[src/orf_pkg.sv]
`timescale 1ns / 1ps
`default_nettype none
// ----------------------------------------------------------------------------
// Reply framer package
// Shared constants, step codes and the fixed key table for the reply framer.
// ----------------------------------------------------------------------------
package orf_pkg;

    localparam int SIZE_W        = 16;
    localparam int BYTE_W        = 8;
    localparam int KEY_IDX_W     = 6;   // wide enough for any supported key length

    localparam logic [BYTE_W-1:0] HDR_B0   = 8'hAB;
    localparam logic [BYTE_W-1:0] HDR_B1   = 8'hCD;
    localparam logic [BYTE_W-1:0] FTR_B0   = 8'hDC;
    localparam logic [BYTE_W-1:0] FTR_B1   = 8'hBA;
    localparam logic [BYTE_W-1:0] PAD_BYTE = 8'hFF;

    // Position of the byte being emitted within one item's run.
    localparam int STEP_W = 4;
    typedef logic [STEP_W-1:0] step_t;
    localparam step_t STEP_HDR0   = 4'd0;
    localparam step_t STEP_HDR1   = 4'd1;
    localparam step_t STEP_SIZE_L = 4'd2;
    localparam step_t STEP_SIZE_H = 4'd3;
    localparam step_t STEP_DATA   = 4'd4;
    localparam step_t STEP_PAD0   = 4'd5;
    localparam step_t STEP_PAD1   = 4'd6;
    localparam step_t STEP_FTR0   = 4'd7;
    localparam step_t STEP_FTR1   = 4'd8;

    // Start request for the size remainder unit.
    typedef struct packed {
        logic              start;
        logic [SIZE_W-1:0] size;
    } mod_req_t;

    function automatic logic [BYTE_W-1:0] key_byte(input logic [KEY_IDX_W-1:0] idx);
        logic [BYTE_W-1:0] k;
        case (idx[3:0])
            4'd0:    k = 8'h16;
            4'd1:    k = 8'h6C;
            4'd2:    k = 8'h14;
            4'd3:    k = 8'hE6;
            4'd4:    k = 8'h2E;
            4'd5:    k = 8'h91;
            4'd6:    k = 8'h0D;
            4'd7:    k = 8'h40;
            4'd8:    k = 8'h21;
            4'd9:    k = 8'h35;
            4'd10:   k = 8'hD5;
            4'd11:   k = 8'h40;
            4'd12:   k = 8'h13;
            4'd13:   k = 8'h03;
            4'd14:   k = 8'hE9;
            default: k = 8'h80;
        endcase
        return k;
    endfunction

endpackage
`default_nettype wire

[src/obfuscated_reply_framer_core.sv]
`timescale 1ns / 1ps
`default_nettype none
// ----------------------------------------------------------------------------
// Obfuscated reply framer
// Wraps payload bytes into a frame: header, size, optionally keyed payload,
// padding and footer, one frame byte per cycle on the result channel unless m_ready stalls it.
// ----------------------------------------------------------------------------
// Timing: the first result passes from the item register into the output register.
// Throughput: one result per cycle unless m_ready stalls the output; an item makes its
//   payload byte, after header and size bytes if first, then padding and footer if last.
//   Each frame byte passes through the single-byte output register.
// Reset (aresetn low, synchronous): drop any held item and result, key position,
//   latched size remainder and obfuscation enable go to zero.
module obfuscated_reply_framer_core #(
    parameter int KEY_LEN = 16
) (
    input  wire logic       aclk,
    input  wire logic       aresetn,
    // configuration
    input  wire logic       cfg_wr_en,
    input  wire logic       cfg_wr_data,
    // input channel
    input  wire logic       s_valid,
    output logic            s_ready,
    input  wire logic [7:0] s_data_byte,
    input  wire logic       s_first_byte,
    input  wire logic       s_last_byte,
    input  wire logic [15:0] s_payload_size,
    // result channel
    output logic            m_valid,
    input  wire logic       m_ready,
    output logic [7:0]      m_out_byte,
    output logic            m_run_last,
    output logic            m_frame_end
);

    localparam int KW = (KEY_LEN > 1) ? $clog2(KEY_LEN) : 1;
    localparam logic [KW-1:0] KEY_LAST = KW'(KEY_LEN - 1);

    // ------------------------------------------------------------------
    // Configuration register
    // ------------------------------------------------------------------
    logic obf_en_reg;

    always_ff @(posedge aclk) begin
        if (!aresetn) begin
            obf_en_reg <= 1'b0;
        end else if (cfg_wr_en) begin
            obf_en_reg <= cfg_wr_data;
        end
    end

    // ------------------------------------------------------------------
    // Item register: one accepted item plus the step it is emitting
    // ------------------------------------------------------------------
    logic                 item_valid_reg;
    orf_pkg::step_t       step_reg;
    logic                 item_last_reg;
    logic [7:0]           data_x_reg;
    logic [15:0]          size_reg;
    logic [KW-1:0]        kpos_reg;

    logic                 out_free;
    logic                 emit;
    logic                 item_done;
    logic                 accept;
    orf_pkg::step_t       step_end;
    logic [KW-1:0]        kidx_cur;
    logic [KW-1:0]        kpos_next;
    logic [7:0]           data_x;

    // The output register can take a byte when empty or being drained.
    assign out_free  = !m_valid || m_ready;
    assign emit      = item_valid_reg && out_free;
    assign step_end  = item_last_reg ? orf_pkg::STEP_FTR1 : orf_pkg::STEP_DATA;
    assign item_done = emit && (step_reg == step_end);

    // Take a new item when the slot is empty or its last byte leaves now.
    assign s_ready = !item_valid_reg || item_done;
    assign accept  = s_valid && s_ready;

    // A first byte restarts the key at position zero.
    assign kidx_cur  = s_first_byte ? '0 : kpos_reg;
    assign kpos_next = (kidx_cur == KEY_LAST) ? '0 : kidx_cur + 1'b1;
    assign data_x    = obf_en_reg
                     ? (s_data_byte ^ orf_pkg::key_byte(orf_pkg::KEY_IDX_W'(kidx_cur)))
                     : s_data_byte;

    always_ff @(posedge aclk) begin
        if (!aresetn) begin
            item_valid_reg <= 1'b0;
            step_reg       <= orf_pkg::STEP_DATA;
            kpos_reg       <= '0;
        end else if (accept) begin
            item_valid_reg <= 1'b1;
            step_reg       <= s_first_byte ? orf_pkg::STEP_HDR0 : orf_pkg::STEP_DATA;
            kpos_reg       <= kpos_next;
        end else if (item_done) begin
            item_valid_reg <= 1'b0;
        end else if (emit) begin
            step_reg <= step_reg + 1'b1;
        end
    end

    // Payload of the item: no reset needed.
    always_ff @(posedge aclk) begin
        if (accept) begin
            item_last_reg <= s_last_byte;
            data_x_reg    <= data_x;
            size_reg      <= s_payload_size;
        end
    end

    // ------------------------------------------------------------------
    // Declared size modulo key length, latched per frame. The header
    // bytes give the unit time to finish before padding needs it.
    // ------------------------------------------------------------------
    orf_pkg::mod_req_t mod_req;
    logic [KW-1:0]     size_low;
    logic              mod_busy;

    assign mod_req.start = accept && s_first_byte;
    assign mod_req.size  = s_payload_size;

    orf_size_mod #(
        .KEY_LEN (KEY_LEN)
    ) u_size_mod (
        .aclk    (aclk),
        .aresetn (aresetn),
        .req     (mod_req),
        .rem     (size_low),
        .busy    (mod_busy)
    );

    // ------------------------------------------------------------------
    // Frame byte select
    // ------------------------------------------------------------------
    logic [KW-1:0] size_low_inc;
    logic [7:0]    pad0;
    logic [7:0]    pad1;
    logic [7:0]    frame_byte;

    assign size_low_inc = (size_low == KEY_LAST) ? '0 : size_low + 1'b1;
    assign pad0 = obf_en_reg
                ? (orf_pkg::key_byte(orf_pkg::KEY_IDX_W'(size_low)) ^ orf_pkg::PAD_BYTE)
                : orf_pkg::PAD_BYTE;
    assign pad1 = obf_en_reg
                ? (orf_pkg::key_byte(orf_pkg::KEY_IDX_W'(size_low_inc)) ^ orf_pkg::PAD_BYTE)
                : orf_pkg::PAD_BYTE;

    always_comb begin
        unique case (step_reg)
            orf_pkg::STEP_HDR0:   frame_byte = orf_pkg::HDR_B0;
            orf_pkg::STEP_HDR1:   frame_byte = orf_pkg::HDR_B1;
            orf_pkg::STEP_SIZE_L: frame_byte = size_reg[7:0];
            orf_pkg::STEP_SIZE_H: frame_byte = size_reg[15:8];
            orf_pkg::STEP_DATA:   frame_byte = data_x_reg;
            orf_pkg::STEP_PAD0:   frame_byte = pad0;
            orf_pkg::STEP_PAD1:   frame_byte = pad1;
            orf_pkg::STEP_FTR0:   frame_byte = orf_pkg::FTR_B0;
            orf_pkg::STEP_FTR1:   frame_byte = orf_pkg::FTR_B1;
            default:              frame_byte = '0;
        endcase
    end

    // ------------------------------------------------------------------
    // Output register
    // ------------------------------------------------------------------
    logic       m_valid_reg;
    logic [7:0] m_byte_reg;
    logic       m_run_last_reg;
    logic       m_frame_end_reg;

    always_ff @(posedge aclk) begin
        if (!aresetn) begin
            m_valid_reg <= 1'b0;
        end else if (out_free) begin
            m_valid_reg <= emit;
        end
    end

    always_ff @(posedge aclk) begin
        if (emit) begin
            m_byte_reg      <= frame_byte;
            m_run_last_reg  <= (step_reg == step_end);
            m_frame_end_reg <= (step_reg == orf_pkg::STEP_FTR1);
        end
    end

    assign m_valid     = m_valid_reg;
    assign m_out_byte  = m_byte_reg;
    assign m_run_last  = m_run_last_reg;
    assign m_frame_end = m_frame_end_reg;

    // ------------------------------------------------------------------
    // Assertions
    // ------------------------------------------------------------------
`ifndef SYNTH
    a_step_range: assert property (@(posedge aclk) disable iff (!aresetn)
        item_valid_reg |-> (step_reg <= orf_pkg::STEP_FTR1))
        else $error("step counter beyond footer");

    a_pad_ready: assert property (@(posedge aclk) disable iff (!aresetn)
        (emit && (step_reg == orf_pkg::STEP_PAD0)) |-> !mod_busy)
        else $error("padding emitted before size remainder settled");

    a_no_take_when_blocked: assert property (@(posedge aclk) disable iff (!aresetn)
        (item_valid_reg && m_valid && !m_ready) |-> !s_ready)
        else $error("item taken while held item is stalled");

    a_frame_end_byte: assert property (@(posedge aclk) disable iff (!aresetn)
        (m_valid && m_frame_end) |-> (m_run_last && (m_out_byte == orf_pkg::FTR_B1)))
        else $error("frame end not on final footer byte");

    a_result_follows_emit: assert property (@(posedge aclk) disable iff (!aresetn)
        (emit && !$past(!aresetn)) |=> m_valid)
        else $error("emitted byte lost");
`endif

endmodule
`default_nettype wire

[src/orf_size_mod.sv]
`timescale 1ns / 1ps
`default_nettype none
// ----------------------------------------------------------------------------
// Size remainder unit
// Reduces the declared size modulo the key length by reciprocal
// multiplication: the quotient is registered first, then the remainder.
// ----------------------------------------------------------------------------
module orf_size_mod #(
    parameter int KEY_LEN = 16
) (
    input  wire logic                   aclk,
    input  wire logic                   aresetn,
    input  wire orf_pkg::mod_req_t      req,
    output logic [((KEY_LEN > 1) ? $clog2(KEY_LEN) : 1)-1:0] rem,
    output logic                        busy
);

    localparam int KW    = (KEY_LEN > 1) ? $clog2(KEY_LEN) : 1;
    localparam int SW    = orf_pkg::SIZE_W;
    localparam int SH    = SW + KW;
    localparam int P_W   = SH + SW;
    // Reciprocal rounded up: exact quotient for every size below 2**SW
    localparam int RECIP = ((1 << SH) + KEY_LEN - 1) / KEY_LEN;

    logic [KW-1:0]  rem_reg;
    logic [SW-1:0]  size_reg;
    logic [SW-1:0]  quot_reg;
    logic [1:0]     cnt_reg;
    logic [P_W-1:0] prod;
    logic [SW-1:0]  back;
    logic [SW-1:0]  diff;

    // Quotient from the held size, then take back quotient times key length.
    assign prod = P_W'(size_reg) * P_W'(RECIP);
    assign back = SW'(quot_reg * SW'(KEY_LEN));
    assign diff = size_reg - back;

    always_ff @(posedge aclk) begin
        if (!aresetn) begin
            rem_reg <= '0;
            cnt_reg <= '0;
        end else if (req.start) begin
            cnt_reg <= 2'd2;
        end else if (cnt_reg != '0) begin
            cnt_reg <= cnt_reg - 1'b1;
            if (cnt_reg == 2'd1) begin
                rem_reg <= diff[KW-1:0];
            end
        end
    end

    always_ff @(posedge aclk) begin
        if (req.start) begin
            size_reg <= req.size;
        end else if (cnt_reg == 2'd2) begin
            quot_reg <= prod[SH +: SW];
        end
    end

    assign rem  = rem_reg;
    assign busy = (cnt_reg != '0);

endmodule
`default_nettype wire
[config.mk]
export PLATFORM = sky130hd
export DESIGN_NAME = obfuscated_reply_framer_core
export DESIGN_NICKNAME = d
export VERILOG_FILES = /design/src/orf_pkg.sv /design/src/obfuscated_reply_framer_core.sv /design/src/orf_size_mod.sv
export SDC_FILE = /design/constraint.sdc
export NUM_CORES = 1
export LEC_CHECK = 0
export ABC_AREA = 1
export BUFFER_PORTS_ARGS = -buffer_cell sky130_fd_sc_hd__buf_4
export CAP_MARGIN = 15
export CORE_UTILIZATION = 45
export DETAILED_ROUTE_END_ITERATION = 8
export REMOVE_ABC_BUFFERS = 1
export SYNTH_ARGS = -nofsm -noshare
export SYNTH_HDL_FRONTEND = slang
export SYNTH_SLANG_ARGS = --single-unit
[constraint.sdc]
create_clock -name aclk -period 2.9 [get_ports aclk]
set_clock_uncertainty 0.1 [all_clocks]
set_input_delay 0.145 -clock aclk [delete_from_list [all_inputs] [get_ports aclk]]
set_output_delay 0.145 -clock aclk [all_outputs]
set_load 0.005 [all_outputs]
-- Yosys cells after proc, flatten, opt, wreduce, memory -nomap -nowiden
Memory sizes are Yosys's and may differ from the RTL's. A register that Yosys moved wholly into a read port is not among the register bits.
Cells that the tools add are included.
- output and inout bits: 12
- bits in read-only memories: 384
- flip-flop bits (word level): 56
- memories kept: 3
- input bits: 32
- equality and inequality tests: 13
- multiplexer cells: 18
- add/sub/neg operators: 5
- bitwise logic cells: 5
- reduce and logical (&&, ||, !) cells: 16
- memory list (memory ; depth ; bits a word ; rd ports ; clocked after Yosys merged registers in ; write ports ; RTL line ; text):
    (name not given) ; 16 ; 8 ; 1 ; 0 ; 0 ; orf_pkg.sv:40 ; case (idx[3:0])
    (name not given) ; 16 ; 8 ; 1 ; 1 ; 0 ; orf_pkg.sv:40 ;
    (name not given) ; 16 ; 8 ; 1 ; 0 ; 0 ; orf_pkg.sv:40 ;
- operators with widths (kind ; number):
    $pmux W8 S9 ; 1
    $mux W4 ; 9
    $mux W8 ; 3
    $eq A4 B3 Y1 const B ; 4
    $not A8 Y8 ; 2
    $add A4 B1 Y4 const B ; 3
    $eq A4 B4 Y1 const B ; 3
    $eq A4 B2 Y1 const B ; 2
    $reduce_bool A2 Y1 ; 4
    $xor A8 B8 Y8 ; 1
    $eq A4 B1 Y1 const B ; 1
    $eq A4 B4 Y1 ; 1
    $logic_and A1 B1 Y1 ; 4
    $logic_not A4 Y1 ; 1
    $mux W2 ; 2
    $sub A4 B1 Y4 const B ; 1
    $mux W3 ; 1
    $reduce_and A3 Y1 ; 1
    $eq A2 B1 Y1 const B ; 1
    $logic_not A1 Y1 ; 2
    $logic_or A1 B1 Y1 ; 2
    $mux W1 ; 2
    $ne A2 B1 Y1 const B ; 1
    $not A1 Y1 ; 2
    other kinds (3) ; 3

-- Longest topological paths before layout
- depth after elaboration: 11
- gate-level depth with buffers: 15
- mapped depth without buffers: 15

-- Hierarchy
A second synthesis with hierarchy kept.
- cells, all modules: 419
- area total of the unflattened synthesis: 3321.9 µm²
- modules (own cells, without submodules) (module ; sequential area each (µm²) ; instances ; cells an instance ; area an instance (µm²)):
    obfuscated_reply_framer_core ; 1271.2 ; 1 ; 383 ; 2950.3
    orf_size_mod ; 240.2 ; 1 ; 36 ; 371.6

-- Least setup slack after synthesis
No wires, ideal clock.
- path kind: reg2reg
- start: reg item_valid_reg
- end: reg data_x_reg[0] (enable)
- library setup time: 0.381 ns
- clock period less this slack: 2.065 ns
- path slack: 0.835 ns
- arrival: 1.584 ns
- stages on the path, launching flop included: 7
- cells stage by stage: dfxtp_1 inv_1 a21oi_4 nand3_2 nand2_2 nand2_1 inv_1
- cells in the longest elaborated chain, start to end: 4
- elaborated cells between the ends (all ways): 5
- classes of those cells: reduce/logical: 5
- RTL lines (item ; RTL line ; text):
    start: declaration ; obfuscated_reply_framer_core.sv:56 ; logic item_valid_reg;
    start signal: assignment ; obfuscated_reply_framer_core.sv:91 ; item_valid_reg <= 1'b0;
    start signal: assignment ; obfuscated_reply_framer_core.sv:95 ; item_valid_reg <= 1'b1;
    start signal: assignment ; obfuscated_reply_framer_core.sv:99 ; item_valid_reg <= 1'b0;
    $logic_and A1 B1 Y1 ; obfuscated_reply_framer_core.sv:74 ; assign emit = item_valid_reg && out_free;
    net emit ; obfuscated_reply_framer_core.sv:64 ; logic emit;
    $logic_and A1 B1 Y1 ; obfuscated_reply_framer_core.sv:76 ; assign item_done = emit && (step_reg == step_end);
    $logic_or A1 B1 Y1 ; obfuscated_reply_framer_core.sv:79 ; assign s_ready = !item_valid_reg || item_done;
    net s_ready ; obfuscated_reply_framer_core.sv:24 ; output logic s_ready,
    $logic_and A1 B1 Y1 ; obfuscated_reply_framer_core.sv:80 ; assign accept = s_valid && s_ready;
    net accept ; obfuscated_reply_framer_core.sv:66 ; logic accept;
    end signal: assignment ; obfuscated_reply_framer_core.sv:109 ; data_x_reg <= data_x;
    end: declaration ; obfuscated_reply_framer_core.sv:59 ; logic [7:0] data_x_reg;
The timed path passes the listed nets, and every way through them passes these cells.
A chain may end at the register's enable or synchronous reset.

-- Worst setup path in the final report
- start: reg u_size_mod.rem_reg[1] (netlist: u_size_mod.rem[1])
- end: reg m_byte_reg[0] (netlist: m_out_byte[0]), data pin
- cells in the longest elaborated chain, start to end: 6
- elaborated cells between the ends (all ways): 7
- classes of those cells: add/sub: 1; eq/ne: 1; mux: 3; bitwise: 1; memory: 1
- RTL lines (item ; RTL line ; text):
    start: declaration ; orf_size_mod.sv:25 ; logic [KW-1:0] rem_reg;
    start signal: assignment ; orf_size_mod.sv:47 ; rem_reg <= diff[KW-1:0];
    $add A4 B1 Y4 / $eq A4 B4 Y1 (equally long branches) ; obfuscated_reply_framer_core.sv:143 ; assign size_low_inc = (size_low == KEY_LAST) ? '0 : size_low + 1'b1;
    $mux W4 * ; obfuscated_reply_framer_core.sv:143 ;
    $mem_v2 Z16 W8 * ; - ;
    $not A8 Y8 (no source line) * ; - ;
    $mux W8 * ; obfuscated_reply_framer_core.sv:148 ; ? (orf_pkg::key_byte(orf_pkg::KEY_IDX_W'(size_low_inc)) ^ orf_pkg::PAD_BYTE)
    $pmux W8 S9 * ; obfuscated_reply_framer_core.sv:152 ; unique case (step_reg)
    net frame_byte[0] ; obfuscated_reply_framer_core.sv:141 ; logic [7:0] frame_byte;
    end signal: assignment ; obfuscated_reply_framer_core.sv:184 ; m_byte_reg <= frame_byte;
    end: declaration ; obfuscated_reply_framer_core.sv:170 ; logic [7:0] m_byte_reg;
The timed path passes the listed nets; every way through them passes the cells marked *.

==> impl_metrics.py <==
metrics = {
    "run_status": {
        "status": "complete, no violations",
    },
    "sta": {
        "timing.final.ws_setup_ns": 0.498,
        "finalMaxSlewViolations": 0,
        "finalHoldViolations": 0,
        "fin_crit_sh_pct": 82.8,
        "rsz0062_at_grt": "false",
        "max_slew.worst_pin.slew_ns": 1.10,
        "tns_ns": 0,
        "fmax_mhz": 416,
        "relSlewSlack_pct": 26.2,
        "setup_viol": 0,
        "min_period_ns": 2.40,
    },
    "yosys": {
        "ys_async_sr_fraction_pct": 0,
        "synthMuxAreaShare_pct": 0,
        "synth.distinct_cells": 42,
        "synth-edff-count": 39,
        "synth_xor_area_share_pct": 2.76,
        "avgSynthCellArea_um2": 8.97,
        "synth_compound_area_share_pct": 11.5,
        "yosysSeqAreaShare_pct": 47.9,
        "synth_flop_cell": "edfxtp_1",
        "synth_area_um2": 3490,
        "synth-adder-area-share_pct": 7.17,
        "synth_top_family_by_area": "simple AND/OR/NAND/NOR gates",
        "synth_seq_cells": 64,
        "syn_inst": 389,
        "synthSimpleGateAreaFrac_pct": 24.1,
        "yosys_warnings": 0,
    },
    "clock_tree": {
        "clk_latency_ns": 0.33,
        "tritoncts": "yes",
        "path_clk_slew_ns": 0.07,
        "root_buffer": "clkbuf_8",
        "cts_inserted_buffers": 9,
        "h-tree-depth": 3,
        "postCtsHoldBufs": 23,
        "cts_buffer_depth": 2,
        "cts_resized": 0,
        "cts.sinks": 64,
        "post-cts-setup-buffer-count": 0,
    },
    "placed_design": {
        "dp_hpwl_um": 6060,
        "portBuffers": 43,
        "place_congestion": 0.886,
        "dp_worst_setup_slack_ns": 0.509,
    },
    "power": {
        "pwr-share-clk_pct": 31.9,
        "p_int_mw": 1.47,
        "p_sw_share_pct": 25.8,
        "vdd_ir_drop_max_mv": 0.380,
        "comb_power_share_pct": 14.3,
        "static-leakage-power_nw": 1.85,
        "power_density_nw_per_um2": 457,
        "netSwitchingPower_mw": 0.510,
        "seq_power_share_pct": 53.8,
    },
    "setup_path": {
        "critPathMaxStageDelay_ns": 0.86,
        "cp_cell_sequence": "nand3_1, o21ai_0, inv_1, nand2_1, nand2_1, o21ai_0, nand4_1",
        "crit_buf_inv": 1,
        "r2r-end": "m_out_byte[0]",
        "crit_fanout": 11,
        "cp-startpoint": "u_size_mod.rem[1]",
        "start_kind": "flip-flop",
        "reg2reg_slack_ns": 0.50,
        "crit_path_end_kind": "flip-flop",
        "cp.required_ns": 2.86,
        "cp-endpoint": "m_out_byte[0]",
        "crit_family": "compound AO/OA/AOI/OAI gates",
        "ff2ff_path_depth": 7,
        "worstReg2RegStart": "u_size_mod.rem[1]",
        "worstPathArrival_ns": 2.37,
        "crit_type": "flip-flop to flip-flop",
        "slowest_stage": "o21ai_0",
        "path_depth": 7,
    },
    "finish": {
        "register_area_um2": 1670,
        "final.fill_count": 665,
        "final_common_cell": "nand2_1",
        "antennaDiodeCount": 0,
        "layout_common_cells": "nand2_1, inv_1, buf_4, edfxtp_1",
        "syn2layout_area_growth_pct": 24.0,
        "drive_above_1_share_pct": 18.6,
        "nNetsFinal": 515,
        "multi_input_area_um2": 1590,
    },
    "global_route": {
        "grt-ovfl-total": 0,
        "grt_max_degree": 24,
        "grt_usage_pct": 21.1,
        "busiest_layer": "met2",
        "use_met1_pct": 27.6,
        "grt_pass1_wl_um": 13300,
        "met2_usage_pct": 33.0,
        "grt_antenna_before_repair": 0,
        "grtUsageMet3_pct": 5.16,
        "grt_pass1_vias": 2817,
    },
    "die": {
        "rows": 31,
        "die_h_um": 90.1,
        "io_pins": 44,
        "start_util_pct": 47.4,
        "die_area_um2": 8110,
        "dieWidth_um": 90.1,
        "core_area_um2": 7370,
    },
    "hold_path": {
        "hold_class": "primary input to flip-flop",
        "whs_path_depth": 2,
    },
    "route": {
        "postRouteWirelength_um": 7990,
        "vias_per_cell": 5.06,
        "wire_per_inst_um": 14.1,
        "drt_drc_violations_left": 0,
        "vias": 2870,
        "drtAntennaViolNets": 0,
        "drt_iter0_drc": 133,
        "first_pass_iters": 4,
    },
    "flow_run": {
        "max_cap_viol_count": 0,
    },
}
## cells in the mapped netlist (2+ instances only)
cell type  number  area share (%)
nand2_1        85             9.1
inv_1          48             5.2
edfxtp_1       39              34
dfxtp_1        25              14
o21ai_0        25             3.6
nand3_1        23             3.3
nor2_1         22             2.4
a21oi_1        21             3.0
ha_1           20             7.2
nand4_1        13             2.3
xor2_1          9             2.3
a221oi_1        6             1.5
nand2_2         6             1.1
nand3_4         4             2.0
clkbuf_1        3            0.32
nand2_4         3            0.97
nand3_2         3            0.86
a2111oi_0       2            0.50
a211oi_1        2            0.43
clkinv_1        2            0.22
inv_2           2            0.22
nor2_2          2            0.36
nor2_4          2            0.65
nor3_1          2            0.29
o211ai_1        2            0.43
xnor2_1         2            0.50
## worst register-to-register path, delay by kind of cell (launching register included)
family,cells,cell delay (ns)
simple gates,4,0.40
flops,1,0.43
buf+inv,1,0.19
compound gates,2,1.02
## power by group through the flow
stage,Clock (mW),Combinational [mW],Sequential (mW)
6_report,0.631,0.283,1.06
4_1_cts,0.650,0.284,1.06
2_1_floorplan,0,0.145,1.08
5_1_grt,0.698,0.315,1.07
3_3_place_gp,0,0.257,1.08
3_5_place_dp,0,0.258,1.08
## routing by layer
| layer | wire length [um] | vias up |
|---|---|---|
| met3 | 395 | 14 |
| met1 | 3740 | 1299 |
| met2 | 3690 | 86 |
| met4 | 165 | 0 |
| li1 | - | 1471 |
| met5 | 0 | - |
## layout make-up
class | instances | share of cell area [%]
clock inverters | 6 | 0.867
flip-flops and latches | 64 | 38.6
well taps | 99 | 2.86
repair buffers | 69 | 13.3
multi-input cells | 266 | 36.7
inverters | 53 | 4.71
clock buffers | 10 | 2.95
## through the flow
| stage | hold WS (ns) | instance area, um2 | total power, mW | cells | util [%] |
|---|---|---|---|---|---|
| finish | 0.0190 | 4330 | 1.98 | 567 | 58.7 |
| global route | 0.00855 | 4330 | 2.08 | 567 | 58.7 |
| CTS | 0.00305 | 4330 | 2.00 | 567 | 58.7 |
| detailed placement | 0.224 | 3930 | 1.34 | 528 | 53.4 |
| global placement | 0.224 | 3930 | 1.34 | 528 | 53.4 |
| floorplan | 0.135 | 3460 | 1.22 | 383 | - |
## worst min-delay path by stage
stage                       start       endpoint
6_report           s_data_byte[0]  data_x_reg[0]
2_1_floorplan             aresetn    step_reg[2]
4_1_cts            s_data_byte[0]  data_x_reg[0]
3_5_place_dp   s_payload_size[11]   size_reg[11]
3_3_place_gp   s_payload_size[15]   size_reg[15]
5_1_grt            s_data_byte[2]  data_x_reg[2]
## cell families after synthesis
| group | after synthesis |
|---|---|
| adder cells (fa/ha/maj) | 20 |
| AND/OR/NAND/NOR | 169 |
| AO/OA/AOI/OAI | 66 |
| buffers and inverters | 59 |
| XOR/XNOR | 11 |
| flip-flops | 64 |
Note: power is estimated with default switching activity, not from simulation.
